**src/design/bhp_pkg.sv**
```systemverilog
// Shared types, constants and field layout for the bitmap header field parser.
package bhp_pkg;

    localparam int ByteW  = 8;
    localparam int FieldW = 32;
    localparam int IdW    = 5;
    localparam int VerW   = 2;
    localparam int StatW  = 3;
    localparam int PosW   = 8;

    localparam logic [ByteW-1:0] SIG_B = 8'h42;
    localparam logic [ByteW-1:0] SIG_M = 8'h4D;

    localparam logic [FieldW-1:0] HSIZE_CORE = 32'd12;
    localparam logic [FieldW-1:0] HSIZE_V3   = 32'd40;
    localparam logic [FieldW-1:0] HSIZE_V4   = 32'd108;
    localparam logic [FieldW-1:0] HSIZE_V5   = 32'd124;

    localparam int InfoStart = 14;

    // position of the last header byte for each layout
    localparam logic [PosW-1:0] LAST_POS_CORE = PosW'(InfoStart + 12 - 1);
    localparam logic [PosW-1:0] LAST_POS_V3   = PosW'(InfoStart + 40 - 1);
    localparam logic [PosW-1:0] LAST_POS_V4   = PosW'(InfoStart + 108 - 1);
    localparam logic [PosW-1:0] LAST_POS_V5   = PosW'(InfoStart + 124 - 1);

    localparam logic [VerW-1:0] VER_CORE = 2'd0;
    localparam logic [VerW-1:0] VER_V3   = 2'd1;
    localparam logic [VerW-1:0] VER_V4   = 2'd2;
    localparam logic [VerW-1:0] VER_V5   = 2'd3;

    localparam logic [StatW-1:0] STAT_OK          = 3'd0;
    localparam logic [StatW-1:0] STAT_BAD_SIG     = 3'd1;
    localparam logic [StatW-1:0] STAT_RSVD_NZ     = 3'd2;
    localparam logic [StatW-1:0] STAT_BAD_HSIZE   = 3'd3;
    localparam logic [StatW-1:0] STAT_ZERO_PLANES = 3'd4;
    localparam logic [StatW-1:0] STAT_TRUNCATED   = 3'd5;

    localparam logic [IdW-1:0] FID_FILE_SIZE  = 5'd0;
    localparam logic [IdW-1:0] FID_PIX_OFFSET = 5'd1;
    localparam logic [IdW-1:0] FID_WIDTH      = 5'd2;
    localparam logic [IdW-1:0] FID_PLANES     = 5'd4;
    localparam logic [IdW-1:0] FID_COMPRESS   = 5'd6;
    localparam logic [IdW-1:0] FID_GAMMA_R    = 5'd17;

    typedef struct packed {
        logic [ByteW-1:0] data_byte;
        logic             end_of_stream;
    } t_in_word;

    typedef struct packed {
        logic [IdW-1:0]    field_id;
        logic [FieldW-1:0] field_value;
        logic [VerW-1:0]   header_version;
        logic [StatW-1:0]  status_code;
        logic              header_done;
    } t_out_word;

endpackage

```
**src/design/bhp_ifs.sv**
```systemverilog
// Valid/ready channel interfaces for input bytes and parsed fields.
interface bhp_byte_if;
    import bhp_pkg::*;
    logic             valid;
    logic             ready;
    logic [ByteW-1:0] data_byte;
    logic             end_of_stream;
    modport source(output valid, output data_byte, output end_of_stream, input ready);
    modport sink(input valid, input data_byte, input end_of_stream, output ready);
endinterface

interface bhp_field_if;
    import bhp_pkg::*;
    logic              valid;
    logic              ready;
    logic [IdW-1:0]    field_id;
    logic [FieldW-1:0] field_value;
    logic [VerW-1:0]   header_version;
    logic [StatW-1:0]  status_code;
    logic              header_done;
    modport source(output valid, output field_id, output field_value,
                   output header_version, output status_code, output header_done,
                   input ready);
    modport sink(input valid, input field_id, input field_value,
                 input header_version, input status_code, input header_done,
                 output ready);
endinterface

```
**src/design/bhp_in_stage.sv**
```systemverilog
// Input register: holds one byte word until the parse step consumes it.
module bhp_in_stage (
    input  logic              i_clk,
    input  logic              i_rst_n,
    bhp_byte_if.sink          i_byte,
    input  logic              i_advance,
    output logic              o_valid,
    output bhp_pkg::t_in_word o_word
);
    import bhp_pkg::*;

    logic     r_valid;
    t_in_word r_word;

    assign i_byte.ready = !r_valid || i_advance;

    always_ff @(posedge i_clk) begin
        if (!i_rst_n) begin
            r_valid <= 1'b0;
        end else if (i_byte.valid && i_byte.ready) begin
            r_valid <= 1'b1;
        end else if (i_advance) begin
            r_valid <= 1'b0;
        end
    end

    always_ff @(posedge i_clk) begin
        if (i_byte.valid && i_byte.ready) begin
            r_word.data_byte     <= i_byte.data_byte;
            r_word.end_of_stream <= i_byte.end_of_stream;
        end
    end

    assign o_valid = r_valid;
    assign o_word  = r_word;

endmodule

```
**src/design/bhp_step.sv**
```systemverilog
// Per-byte parse step: position tracking, field gathering and error checks.
module bhp_step (
    input  logic               i_clk,
    input  logic               i_rst_n,
    input  logic               i_fire,
    input  bhp_pkg::t_in_word  i_word,
    output logic               o_load,
    output bhp_pkg::t_out_word o_word
);
    import bhp_pkg::*;

    typedef struct packed {
        logic           hit;
        logic [1:0]     k;
        logic           last;
        logic [IdW-1:0] id;
    } t_span;

    logic [PosW-1:0]   r_pos;
    logic [FieldW-1:0] r_acc;
    logic [VerW-1:0]   r_ver;
    logic              r_ignore;

    logic [FieldW-1:0] n_acc;
    logic [VerW-1:0]   n_ver;
    logic [StatW-1:0]  status;
    logic [FieldW-1:0] value;
    logic [IdW-1:0]    id;
    logic              emit;
    logic              done;
    t_span             span;

    function automatic logic [FieldW-1:0] gather(logic [FieldW-1:0] acc, logic [1:0] k,
                                                 logic [ByteW-1:0] b);
        logic [FieldW-1:0] res;
        res = acc;
        case (k)
            2'd0:    res = {24'd0, b};
            2'd1:    res[15:8]  = acc[15:8]  | b;
            2'd2:    res[23:16] = acc[23:16] | b;
            default: res[31:24] = acc[31:24] | b;
        endcase
        return res;
    endfunction

    // layout fields from byte 18 on; gaps (endpoints) give no hit
    function automatic t_span layout_span(logic is_core, logic [PosW-1:0] p);
        t_span            s;
        logic [PosW-1:0]  d;
        s = '0;
        d = '0;
        if (is_core) begin
            if (p >= 8'd18 && p <= 8'd25) begin
                d      = p - 8'd18;
                s.hit  = 1'b1;
                s.k    = {1'b0, d[0]};
                s.last = d[0];
                s.id   = FID_WIDTH + {3'd0, d[2:1]};
            end
        end else if (p >= 8'd18 && p <= 8'd25) begin
            d      = p - 8'd18;
            s.hit  = 1'b1;
            s.k    = d[1:0];
            s.last = &d[1:0];
            s.id   = FID_WIDTH + {4'd0, d[2]};
        end else if (p >= 8'd26 && p <= 8'd29) begin
            d      = p - 8'd26;
            s.hit  = 1'b1;
            s.k    = {1'b0, d[0]};
            s.last = d[0];
            s.id   = FID_PLANES + {4'd0, d[1]};
        end else if (p >= 8'd30 && p <= 8'd73) begin
            d      = p - 8'd30;
            s.hit  = 1'b1;
            s.k    = d[1:0];
            s.last = &d[1:0];
            s.id   = FID_COMPRESS + {1'b0, d[5:2]};
        end else if (p >= 8'd110 && p <= 8'd137) begin
            d      = p - 8'd110;
            s.hit  = 1'b1;
            s.k    = d[1:0];
            s.last = &d[1:0];
            s.id   = FID_GAMMA_R + {2'd0, d[4:2]};
        end
        return s;
    endfunction

    function automatic logic [PosW-1:0] last_pos(logic [VerW-1:0] v);
        logic [PosW-1:0] lp;
        unique case (v)
            VER_CORE: lp = LAST_POS_CORE;
            VER_V3:   lp = LAST_POS_V3;
            VER_V4:   lp = LAST_POS_V4;
            default:  lp = LAST_POS_V5;
        endcase
        return lp;
    endfunction

    always_comb begin
        logic [ByteW-1:0] b;
        logic [ByteW-1:0] want;
        b      = i_word.data_byte;
        want   = (r_acc[ByteW-1:0] == SIG_B) ? SIG_M : SIG_B;
        n_acc  = r_acc;
        n_ver  = r_ver;
        status = STAT_OK;
        value  = '0;
        id     = FID_FILE_SIZE;
        emit   = 1'b0;
        done   = 1'b0;
        span   = layout_span(r_ver == VER_CORE, r_pos);

        if (r_pos == 8'd0) begin
            if (b != SIG_B && b != SIG_M) begin
                status = STAT_BAD_SIG;
                value  = {24'd0, b};
            end else begin
                n_acc = {24'd0, b};
            end
        end else if (r_pos == 8'd1) begin
            if (b != want) begin
                status = STAT_BAD_SIG;
                value  = {24'd0, b};
            end else begin
                n_acc = '0;
            end
        end else if (r_pos <= 8'd5) begin
            n_acc = gather(r_acc, r_pos[1:0] - 2'd2, b);
            if (r_pos == 8'd5) begin
                emit  = 1'b1;
                id    = FID_FILE_SIZE;
                value = n_acc;
            end
        end else if (r_pos <= 8'd9) begin
            if (b != '0) begin
                status = STAT_RSVD_NZ;
                value  = {24'd0, b};
            end
        end else if (r_pos <= 8'd13) begin
            n_acc = gather(r_acc, r_pos[1:0] - 2'd2, b);
            if (r_pos == 8'd13) begin
                emit  = 1'b1;
                id    = FID_PIX_OFFSET;
                value = n_acc;
            end
        end else if (r_pos <= 8'd17) begin
            n_acc = gather(r_acc, r_pos[1:0] - 2'd2, b);
            if (r_pos == 8'd17) begin
                if (n_acc == HSIZE_CORE) begin
                    n_ver = VER_CORE;
                end else if (n_acc == HSIZE_V3) begin
                    n_ver = VER_V3;
                end else if (n_acc == HSIZE_V4) begin
                    n_ver = VER_V4;
                end else if (n_acc == HSIZE_V5) begin
                    n_ver = VER_V5;
                end else begin
                    status = STAT_BAD_HSIZE;
                    value  = n_acc;
                end
            end
        end else if (span.hit) begin
            n_acc = gather(r_acc, span.k, b);
            if (span.last) begin
                if (span.id == FID_PLANES && n_acc == '0) begin
                    status = STAT_ZERO_PLANES;
                    value  = '0;
                end else begin
                    emit  = 1'b1;
                    id    = span.id;
                    value = n_acc;
                    done  = (r_pos == last_pos(r_ver));
                end
            end
        end

        if (status != STAT_OK) begin
            emit = 1'b1;
            done = 1'b1;
            id   = FID_FILE_SIZE;
        end else if (i_word.end_of_stream && !done) begin
            emit   = 1'b1;
            done   = 1'b1;
            status = STAT_TRUNCATED;
            id     = FID_FILE_SIZE;
            value  = '0;
        end

        // bytes after the header, or after an error, are dropped
        if (r_ignore) begin
            emit = 1'b0;
        end
    end

    always_ff @(posedge i_clk) begin
        if (!i_rst_n) begin
            r_pos    <= '0;
            r_acc    <= '0;
            r_ver    <= VER_CORE;
            r_ignore <= 1'b0;
        end else if (i_fire) begin
            if (i_word.end_of_stream) begin
                r_pos    <= '0;
                r_acc    <= '0;
                r_ver    <= VER_CORE;
                r_ignore <= 1'b0;
            end else if (!r_ignore) begin
                r_acc <= n_acc;
                r_ver <= n_ver;
                if (done) begin
                    r_ignore <= 1'b1;
                end else begin
                    r_pos <= r_pos + 8'd1;
                end
            end
        end
    end

    assign o_load                = i_fire && emit;
    assign o_word.field_id       = id;
    assign o_word.field_value    = value;
    assign o_word.header_version = n_ver;
    assign o_word.status_code    = status;
    assign o_word.header_done    = done;

endmodule

```
**src/design/bhp_out_stage.sv**
```systemverilog
// Result register: holds one field word until the sink takes it.
module bhp_out_stage (
    input  logic               i_clk,
    input  logic               i_rst_n,
    input  logic               i_load,
    input  bhp_pkg::t_out_word i_word,
    output logic               o_space,
    bhp_field_if.source        o_field
);
    import bhp_pkg::*;

    logic      r_valid;
    t_out_word r_word;

    assign o_space = !r_valid || o_field.ready;

    always_ff @(posedge i_clk) begin
        if (!i_rst_n) begin
            r_valid <= 1'b0;
        end else if (i_load) begin
            r_valid <= 1'b1;
        end else if (o_field.ready) begin
            r_valid <= 1'b0;
        end
    end

    always_ff @(posedge i_clk) begin
        if (i_load) begin
            r_word <= i_word;
        end
    end

    assign o_field.valid          = r_valid;
    assign o_field.field_id       = r_word.field_id;
    assign o_field.field_value    = r_word.field_value;
    assign o_field.header_version = r_word.header_version;
    assign o_field.status_code    = r_word.status_code;
    assign o_field.header_done    = r_word.header_done;

endmodule

```
**src/design/bmp_header_field_parser.sv**
```systemverilog
// Bitmap header field parser: byte in, one field word per completed field or error.
// A field word is loaded into the result register as its last byte is parsed.
// Throughput: one byte per cycle; the input register, the parse step and the
// result register form a two-stage pipe that advances whenever the result slot is free.
// Reset (i_rst_n low, synchronous): pipe emptied, parser waits for the first byte
// of a new file.
module bmp_header_field_parser (
    input  logic        i_clk,
    input  logic        i_rst_n,
    bhp_byte_if.sink    i_byte,
    bhp_field_if.source o_field
);
    import bhp_pkg::*;

    logic      in_valid;
    t_in_word  in_word;
    logic      out_space;
    logic      fire;
    logic      load;
    t_out_word step_word;

    assign fire = in_valid && out_space;

    bhp_in_stage u_in (
        .i_clk     (i_clk),
        .i_rst_n   (i_rst_n),
        .i_byte    (i_byte),
        .i_advance (fire),
        .o_valid   (in_valid),
        .o_word    (in_word)
    );

    bhp_step u_step (
        .i_clk   (i_clk),
        .i_rst_n (i_rst_n),
        .i_fire  (fire),
        .i_word  (in_word),
        .o_load  (load),
        .o_word  (step_word)
    );

    bhp_out_stage u_out (
        .i_clk   (i_clk),
        .i_rst_n (i_rst_n),
        .i_load  (load),
        .i_word  (step_word),
        .o_space (out_space),
        .o_field (o_field)
    );

endmodule

```
**src/flat_wrapper.sv**
```systemverilog
// flat-port wrapper written by rule: the top's interface ports become plain ports
module bmp_header_field_parser_flat import bhp_pkg::*;
  (i_clk, i_rst_n, i_byte_valid, i_byte_data_byte, i_byte_end_of_stream, i_byte_ready, o_field_valid, o_field_field_id, o_field_field_value, o_field_header_version, o_field_status_code, o_field_header_done, o_field_ready);
  bhp_byte_if i_byte_i ();
  bhp_field_if o_field_i ();
  input  logic i_clk;
  input  logic i_rst_n;
  input wire logic [$bits(i_byte_i.valid)-1:0] i_byte_valid;
  input wire logic [$bits(i_byte_i.data_byte)-1:0] i_byte_data_byte;
  input wire logic [$bits(i_byte_i.end_of_stream)-1:0] i_byte_end_of_stream;
  output wire logic [$bits(i_byte_i.ready)-1:0] i_byte_ready;
  output wire logic [$bits(o_field_i.valid)-1:0] o_field_valid;
  output wire logic [$bits(o_field_i.field_id)-1:0] o_field_field_id;
  output wire logic [$bits(o_field_i.field_value)-1:0] o_field_field_value;
  output wire logic [$bits(o_field_i.header_version)-1:0] o_field_header_version;
  output wire logic [$bits(o_field_i.status_code)-1:0] o_field_status_code;
  output wire logic [$bits(o_field_i.header_done)-1:0] o_field_header_done;
  input wire logic [$bits(o_field_i.ready)-1:0] o_field_ready;
  assign i_byte_i.valid = i_byte_valid;
  assign i_byte_i.data_byte = i_byte_data_byte;
  assign i_byte_i.end_of_stream = i_byte_end_of_stream;
  assign i_byte_ready = i_byte_i.ready;
  assign o_field_valid = o_field_i.valid;
  assign o_field_field_id = o_field_i.field_id;
  assign o_field_field_value = o_field_i.field_value;
  assign o_field_header_version = o_field_i.header_version;
  assign o_field_status_code = o_field_i.status_code;
  assign o_field_header_done = o_field_i.header_done;
  assign o_field_i.ready = o_field_ready;
  bmp_header_field_parser u_core (.i_clk(i_clk), .i_rst_n(i_rst_n), .i_byte(i_byte_i), .o_field(o_field_i));
endmodule
```
**config.mk**
```make
export PLATFORM = sky130hd
export DESIGN_NAME = bmp_header_field_parser_flat
export DESIGN_NICKNAME = d
export VERILOG_FILES = /design/src/design/bhp_pkg.sv /design/src/design/bhp_ifs.sv /design/src/design/bhp_in_stage.sv /design/src/design/bhp_step.sv /design/src/design/bhp_out_stage.sv /design/src/design/bmp_header_field_parser.sv /design/src/flat_wrapper.sv
export SDC_FILE = /design/constraint.sdc
export NUM_CORES = 1
export LEC_CHECK = 0
export BUFFER_PORTS_ARGS = -buffer_cell sky130_fd_sc_hd__buf_2
export CORE_MARGIN = 3
export CORE_UTILIZATION = 53
export CTS_BUF_LIST = sky130_fd_sc_hd__clkbuf_4
export DETAILED_ROUTE_END_ITERATION = 16
export PLACE_DENSITY_LB_ADDON = 0.15
export SYNTH_ARGS = -nofsm -noshare
export SYNTH_HDL_FRONTEND = slang
export SYNTH_HIERARCHICAL = 1
export SYNTH_SLANG_ARGS = --single-unit
export TNS_END_PERCENT = 10
```
**constraint.sdc**
```tcl
create_clock -name i_clk -period 7.07 [get_ports i_clk]
set_clock_uncertainty 0.15 [all_clocks]
set_input_delay 0.3535 -clock i_clk [delete_from_list [all_inputs] [get_ports i_clk]]
set_output_delay 0.3535 -clock i_clk [all_outputs]
set_load 0.005 [all_outputs]
```
## After elaboration in Yosys (flattened, before gate mapping)

Cells that the tools add are included.

- Register bits: 97
- Logic and storage cells: 280
- Memory bits (read-only): 0
- Bits in latches: 0
- Memory bits (writable): 0
- Memories: 0
- Output and inout bits: 45
- Input bits: 13

- Order comparisons: 12
- Divide/modulo/power cells: 0
- Shift-type cells: 0
- Multiply operators: 0
- Eq/ne operators: 25
- Add/subtract/negate cells: 11
- Bitwise logic cells: 3
- Reductions and logical operators: 34
- Multiplexer cells: 182

Operators with widths:

| kind | number |
|---|---|
| two-way mux 32 bit | 29 |
| two-way mux 8 bit | 69 |
| case mux 8 bit (2 select lines) | 6 |
| equality test 32 x 7 -> 1 bit, second input constant | 2 |
| two-way mux 9 bit | 6 |
| two-way mux 2 bit | 19 |
| two-way mux 1 bit | 35 |
| two-way mux 3 bit | 11 |
| equality test 32 x 4 -> 1 bit, second input constant | 1 |
| equality test 32 x 6 -> 1 bit, second input constant | 1 |
| zero test 32 bit | 1 |
| two-way mux 5 bit | 5 |
| greater-or-equal comparator 8 x 5 -> 1 bit, second input constant | 3 |
| less-or-equal comparator 8 x 5 -> 1 bit, second input constant | 3 |
| bitwise OR 8 bit | 3 |
| case mux 8 bit (3 select lines) | 1 |
| less-or-equal comparator 8 x 4 -> 1 bit, second input constant | 2 |
| != test 8 x 7 -> 1 bit, second input constant | 2 |
| logical AND 1 bit | 10 |
| adder 8 x 1 -> 8 bit, second input constant | 1 |
| equality test 8 x 1 -> 1 bit, second input constant | 1 |
| equality test 8 x 3 -> 1 bit, second input constant | 1 |
| equality test 8 x 4 -> 1 bit, second input constant | 1 |
| equality test 8 x 5 -> 1 bit, second input constant | 1 |
| other kinds (37) | 53 |

## Longest topological paths before layout

- Depth in word-level cells: 45
- Depth in mapped cells: 23
- Gate-level depth less buffers: 20

## Modules after synthesis

The synthesis kept the hierarchy.

Modules (own cells, without submodules):

| module | times used | area each (sq um) | cells an instance | seq. area each (sq um) |
|---|---|---|---|---|
| bhp_step | 1 | 5132.4 | 754 | 860.8 |
| bhp_out_stage | 1 | 1340.0 | 47 | 1311.3 |
| bhp_in_stage | 1 | 327.8 | 14 | 290.3 |
| bmp_header_field_parser | 1 | 6.3 | 1 | 0.0 |

## Least setup slack after synthesis

Ideal clock, no wire load.

- Path type: reg2reg
- From: register u_core.u_step.r_pos[1]
- To: register u_core.u_out.r_word (netlist bit u_core/u_out/o_field.field_id[0]) (enable)
- Stages on the path, launching flop included: 22
- Clock period less this slack: 6.243 ns
- Arrival: 5.694 ns
- Required time: 6.522 ns
- Path buffers: 4
- Library setup time: 0.398 ns
- Slack: 0.827 ns
- Cells stage by stage: dfxtp_1 clkbuf_1 inv_1 ha_1 o21bai_1 a2111o_1 nand3_1 o31ai_1 inv_1 ha_1 clkbuf_1 nor2b_1 clkbuf_1 a31oi_1 nor3_1 nand4_1 and4b_1 and4_1 clkbuf_1 nor2_1 o21bai_1 o211a_1

- Word-level cells in the longest chain between the ends: 34
- Elaborated cells between the ends (all ways): 157
- Classes of those cells: add/sub: 10; order compare: 12; eq/ne: 14; mux: 103; reduce/logical: 18

RTL lines:

| what | RTL line | RTL |
|---|---|---|
| from (decl) | bhp_step.sv:19 | `logic [PosW-1:0] r_pos;` |
| from (signal assigned) | bhp_step.sv:213 | `r_pos <= r_pos + 8'd1;` |
| greater-or-equal comparator 8 x 7 -> 1 bit or less-or-equal comparator 8 bit (tied branches) | bhp_step.sv:78 | `end else if (p >= 8'd110 && p <= 8'd137) begin` |
| logical AND 1 bit | bhp_step.sv:78 |  |
| two-way mux 9 bit | bhp_step.sv:78 |  |
| two-way mux 9 bit | bhp_step.sv:72 | `end else if (p >= 8'd30 && p <= 8'd73) begin` |
| two-way mux 9 bit | bhp_step.sv:66 | `end else if (p >= 8'd26 && p <= 8'd29) begin` |
| two-way mux 9 bit | bhp_step.sv:60 | `end else if (p >= 8'd18 && p <= 8'd25) begin` |
| two-way mux 9 bit | bhp_step.sv:52 | `if (is_core) begin` |
| equality test 2 bit or equality test 2 x 1 -> 1 bit (tied branches) | bhp_step.sv:37 | `case (k)` |
| (+19 left out) | -- |  |
| two-way mux 1 bit | bhp_step.sv:113 | `if (r_pos == 8'd0) begin` |
| zero test 1 bit | bhp_step.sv:181 | `end else if (i_word.end_of_stream && !done) begin` |
| logical AND 1 bit | bhp_step.sv:181 |  |
| two-way mux 1 bit | bhp_step.sv:181 |  |
| two-way mux 1 bit * | bhp_step.sv:177 | `if (status != STAT_OK) begin` |
| two-way mux 1 bit * | bhp_step.sv:190 | `if (r_ignore) begin` |
| logical AND 1 bit * | bhp_step.sv:219 | `assign o_load = i_fire && emit;` |
| named net u_core.load | bmp_header_field_parser.sv:19 | `logic load;` |
| to (signal assigned) | bhp_out_stage.sv:29 | `r_word <= i_word;` |
| to (decl) | bhp_out_stage.sv:13 | `t_out_word r_word;` |

Mark *: on every way through the listed nets, which the timed path passes. The rest lies on a longest branch. The select of a mux whose other input is x is not followed.
A chain may end at the register's enable or synchronous reset.

## Worst setup path in the final report

- From: register u_core.u_step.r_pos[1]
- To: register u_core.u_out.r_word (netlist bit u_core/u_out/o_field.field_value[6]) (enable)

The elaborated chain is that of the path after synthesis.

==> run_summary.xml <==
<?xml version="1.0" encoding="UTF-8"?>
<metrics>
  <group name="status">
    <metric name="run_status" unit="">finished clean</metric>
  </group>
  <group name="clock_tree">
    <metric name="cts_max_level" unit="">3</metric>
    <metric name="tritoncts.num_buffers" unit="">9</metric>
    <metric name="worst_skew_pair.late_latency" unit="ps">500</metric>
    <metric name="cts_tree" unit="">done</metric>
    <metric name="cts-root-to-sink-buffers" unit="">2</metric>
    <metric name="clkSinkCount" unit="">97</metric>
    <metric name="postCtsResizedCells" unit="">0</metric>
    <metric name="path_clk_slew" unit="ps">170</metric>
    <metric name="root_buffer" unit="">sky130_fd_sc_hd__clkbuf_4</metric>
  </group>
  <group name="sta">
    <metric name="rsz0062_at_grt" unit="">false</metric>
    <metric name="fin_crit" unit="ps">6405</metric>
    <metric name="final-setup-viol-count" unit="">0</metric>
    <metric name="worst_pin_slew" unit="ps">1253</metric>
    <metric name="timing_max_transition_violations_final" unit="">0</metric>
    <metric name="timing.max_slew.rel_slack" unit="%">16.18</metric>
    <metric name="setup_total_negative_slack" unit="ps">0</metric>
    <metric name="timing_hold_violations_final" unit="">0</metric>
    <metric name="final.period_utilization" unit="%">90.59</metric>
    <metric name="clock.fmax" unit="GHz">0.1561</metric>
    <metric name="hold_slack" unit="ps">305.2</metric>
    <metric name="fin_ws" unit="ps">665.3</metric>
  </group>
  <group name="grt">
    <metric name="gr-total-overflow" unit="">0</metric>
    <metric name="grt_max_degree" unit="">52</metric>
    <metric name="antenna_found_initial" unit="">0</metric>
    <metric name="first_global_vias" unit="">6151</metric>
    <metric name="grt.total_usage" unit="%">28.72</metric>
    <metric name="grt_first_pass_wirelength" unit="um">32900</metric>
  </group>
  <group name="finish">
    <metric name="drive_above_1_share" unit="%">14.23</metric>
    <metric name="most-common-layout-cells" unit="">sky130_fd_sc_hd__nor2_1, sky130_fd_sc_hd__a21oi_1, sky130_fd_sc_hd__nand2_1, sky130_fd_sc_hd__buf_2, sky130_fd_sc_hd__edfxtp_1</metric>
    <metric name="final_common_cell" unit="">sky130_fd_sc_hd__nor2_1</metric>
    <metric name="area_growth_syn_to_fin" unit="%">8.217</metric>
    <metric name="antenna_cells_inserted" unit="">0</metric>
    <metric name="finish.instance_area" unit="mm2">0.007366</metric>
    <metric name="finish.net_count" unit="">869</metric>
  </group>
  <group name="critical_path">
    <metric name="end_kind" unit="">flop</metric>
    <metric name="criticalPathCategory" unit="">flop to flop</metric>
    <metric name="worstSetupStartpointType" unit="">flop</metric>
    <metric name="cell_breakdown_of_the_critical_path" unit="">buf_4, inv_1, ha_1, o21bai_1, a2111o_1, nand3_1, o31ai_1, inv_1, ha_1, nor2_1, o21ai_0, a211oi_1, nand4_1, and4b_1, and4_1, nor2_1, o21bai_1, o211a_2, buf_4</metric>
    <metric name="cp_data_arrival_time" unit="ps">6430</metric>
    <metric name="stage_delay_of_the_slowest_cell_on_the_critical_path" unit="ps">570</metric>
    <metric name="reg2reg_setup_slack" unit="ps">670</metric>
    <metric name="worstPathMaxFanout" unit="">27</metric>
    <metric name="worstPathRequired" unit="ps">7100</metric>
    <metric name="crit_slowest_cell" unit="">sky130_fd_sc_hd__nor2_1</metric>
    <metric name="worst-r2r-cell-count" unit="">19</metric>
    <metric name="worstReg2RegEnd" unit="">u_core/u_out/o_field.field_value[6]</metric>
    <metric name="crit-reg2reg-launch" unit="">u_core/u_step/r_pos[1]</metric>
  </group>
  <group name="yosys">
    <metric name="yosys_warnings" unit="">6</metric>
    <metric name="synth_enable_flop_cells" unit="">52</metric>
    <metric name="postSynthCellCount" unit="">816</metric>
    <metric name="post_synth_num_cell_types" unit="">82</metric>
    <metric name="register_bit_total_from_synthesis" unit="">97</metric>
    <metric name="prevailing_post_synth_register_cell" unit="">sky130_fd_sc_hd__edfxtp_1</metric>
    <metric name="synth-seq-area-share" unit="%">36.18</metric>
    <metric name="synthesis.area_per_instance" unit="um2">8.341</metric>
    <metric name="mappedNetlistArea" unit="mm2">0.006807</metric>
    <metric name="synth.net_count" unit="">847</metric>
    <metric name="asyncSetResetFlopFracSynth" unit="%">0</metric>
  </group>
  <group name="worst_hold_path">
    <metric name="endpoint_worst_hold" unit="">u_core/u_step/r_pos[5]</metric>
    <metric name="worst_hold_path_type" unit="">input port to flop</metric>
    <metric name="min_delay_path_depth" unit="">2</metric>
    <metric name="min-delay-start" unit="">i_rst_n</metric>
  </group>
  <group name="power_and_ir_drop">
    <metric name="p_per_area" unit="mW/mm2">137.4</metric>
    <metric name="leak_pwr" unit="nW">2.603</metric>
    <metric name="total_power" unit="W">0.001012</metric>
    <metric name="vdd_ir_drop_max" unit="mV">0.1036</metric>
  </group>
  <group name="place">
    <metric name="pre_cts_slack" unit="ps">840.8</metric>
    <metric name="placed_area" unit="mm2">0.007134</metric>
    <metric name="sum_of_net_half_perimeters_after_detailed_placement" unit="um">13950</metric>
    <metric name="gp_congestion" unit="">0.9278</metric>
    <metric name="io_buffers" unit="">57</metric>
  </group>
  <group name="floorplanning">
    <metric name="floorplan.io_pins" unit="">58</metric>
    <metric name="die_h" unit="um">119.3</metric>
    <metric name="std_cell_rows" unit="">40</metric>
    <metric name="core-area" unit="mm2">0.01226</metric>
    <metric name="fp.dieW" unit="um">119.3</metric>
    <metric name="area_of_the_die" unit="mm2">0.01424</metric>
    <metric name="floorplan.initialDensity" unit="%">55.51</metric>
  </group>
  <group name="routing">
    <metric name="drt-initial-drc-count" unit="">1044</metric>
    <metric name="drt_pre_antenna_iters" unit="">6</metric>
    <metric name="detail_route.vias_per_cell" unit="">6.632</metric>
    <metric name="postRouteAntennaNets" unit="">0</metric>
    <metric name="route.vias.total" unit="">6705</metric>
    <metric name="drc_errors" unit="">0</metric>
    <metric name="wl" unit="um">20750</metric>
    <metric name="avgRoutedWirePerCell" unit="um">20.52</metric>
  </group>
  <group name="run">
    <metric name="cap_violations" unit="">0</metric>
  </group>
</metrics>
[sequential cells by signal, indices dropped and copies added (netlist names)]
signal and cells:
u_core/u_out/o_field.field_value 32, u_core/u_step/r_acc 32, u_core/u_in/o_word 9, u_core/u_step/r_pos 8
u_core/u_out/o_field.field_id 5, u_core/u_out/o_field.status_code 3, u_core/u_out/o_field.header_version 2, u_core/u_step/r_ver 2
u_core/u_in/o_valid 1, u_core/u_out/o_field.header_done 1, u_core/u_out/o_field.valid 1, u_core/u_step/r_ignore 1
[cell families (layout without fill, tap and decap cells)]
logic type      after synthesis  in the layout  synth area share (%)
mux                          17             17                 2.666
fa+ha+maj                    18             18                 3.309
buf+inv                      93            120                 5.349
compound gates              279            279                 28.53
flops                        97             97                 36.18
simple gates                303            303                 22.61
xor+xnor                      9              9                 1.360
[synthesized netlist by cell type, types with 5 or more instances]
| master | number | area, um2 |
|---|---|---|
| sky130_fd_sc_hd__or2_2 | 6 | 37.54 |
| sky130_fd_sc_hd__xnor2_1 | 7 | 61.31 |
| sky130_fd_sc_hd__nor2_1 | 92 | 345.3 |
| sky130_fd_sc_hd__mux2i_1 | 8 | 80.08 |
| sky130_fd_sc_hd__a31oi_1 | 9 | 56.30 |
| sky130_fd_sc_hd__a21oi_1 | 79 | 395.4 |
| sky130_fd_sc_hd__nor4_1 | 11 | 68.82 |
| sky130_fd_sc_hd__buf_1 | 7 | 26.28 |
| sky130_fd_sc_hd__or3_1 | 10 | 62.56 |
| sky130_fd_sc_hd__or4_1 | 6 | 45.04 |
| sky130_fd_sc_hd__edfxtp_1 | 52 | 1562 |
| sky130_fd_sc_hd__mux2_2 | 9 | 101.4 |
| sky130_fd_sc_hd__nor2b_1 | 21 | 131.4 |
| sky130_fd_sc_hd__o21ai_0 | 35 | 175.2 |
| sky130_fd_sc_hd__clkbuf_1 | 58 | 217.7 |
| sky130_fd_sc_hd__ha_1 | 18 | 225.2 |
| sky130_fd_sc_hd__inv_1 | 23 | 86.33 |
| sky130_fd_sc_hd__nand3_1 | 14 | 70.07 |
| sky130_fd_sc_hd__o31ai_1 | 14 | 105.1 |
| sky130_fd_sc_hd__o2111ai_1 | 17 | 148.9 |
| sky130_fd_sc_hd__nor3_1 | 33 | 165.2 |
| sky130_fd_sc_hd__nand2_1 | 59 | 221.5 |
| sky130_fd_sc_hd__a22oi_1 | 37 | 277.8 |
| sky130_fd_sc_hd__nand2b_1 | 5 | 31.28 |
| sky130_fd_sc_hd__a21boi_0 | 18 | 135.1 |
| sky130_fd_sc_hd__and3_1 | 8 | 50.05 |
| sky130_fd_sc_hd__o21a_1 | 5 | 37.54 |
| sky130_fd_sc_hd__dfxtp_1 | 45 | 900.9 |
| sky130_fd_sc_hd__a2111o_1 | 5 | 56.30 |
| sky130_fd_sc_hd__and2_1 | 13 | 81.33 |
[worst max-delay path by stage]
stage | end | slack, ps | start | cells after the start
floorplan | u_core/u_out/o_field.field_id[0] | 830 | u_core/u_step/r_pos[1] | 21
global placement | u_core/u_out/o_field.field_value[28] | 1160 | u_core/u_step/r_pos[1] | 19
detailed placement | u_core/u_out/o_field.field_value[30] | 840 | u_core/u_step/r_pos[1] | 19
CTS | u_core/u_out/o_field.field_value[7] | 800 | u_core/u_step/r_pos[0] | 18
global route | u_core/u_out/o_field.status_code[1] | 70 | u_core/u_step/r_pos[1] | 19
finish | u_core/u_out/o_field.field_value[6] | 670 | u_core/u_step/r_pos[1] | 19
[stage by stage]
step	cells	utilization, %
floorplan	816	-
global placement	984	58.18
detailed placement	984	58.18
CTS	1011	60.07
global route	1011	60.07
finish	1011	60.07
[worst max-delay path, delay by kind of cell, from the launching register on]
kind / cells / cell delay (ps)
compound gates: 7 / 2310
simple gates: 6 / 1780
flops: 1 / 340
fa+ha+maj: 2 / 700
buf+inv: 4 / 780
[where the power goes]
part	switching, W	total [W]	internal (W)
clock network	0.000207	0.000291	0.0000838
registers	0.0000222	0.000633	0.000611
logic	0.0000515	0.0000883	0.0000368
[metal layers]
metal  track usage, %  wire length [um]
met4            10.16               455
met1            41.09              9177
met5                0                 0
met3            5.793              1889
met2            43.13              9226
[area by class of cell]
| cell class | count | area (um2) |
|---|---|---|
| Clock buffer | 11 | 82.58 |
| Timing Repair Buffer | 81 | 493.0 |
| Sequential cell | 97 | 2462 |
| Clock inverter | 5 | 38.79 |
| Fill cell | 1085 | 4896 |
| Tap cell | 168 | 210.2 |
| Multi-Input combinational cell | 626 | 3993 |
| Inverter | 23 | 86.33 |
[timing repair]
| action | CTS | global route |
|---|---|---|
| setup buffers | 0 | 0 |
| hold buffers | 11 | 0 |
| endpoints found under the hold margin | 11 | 0 |
Power figures use the tool's default switching activity.
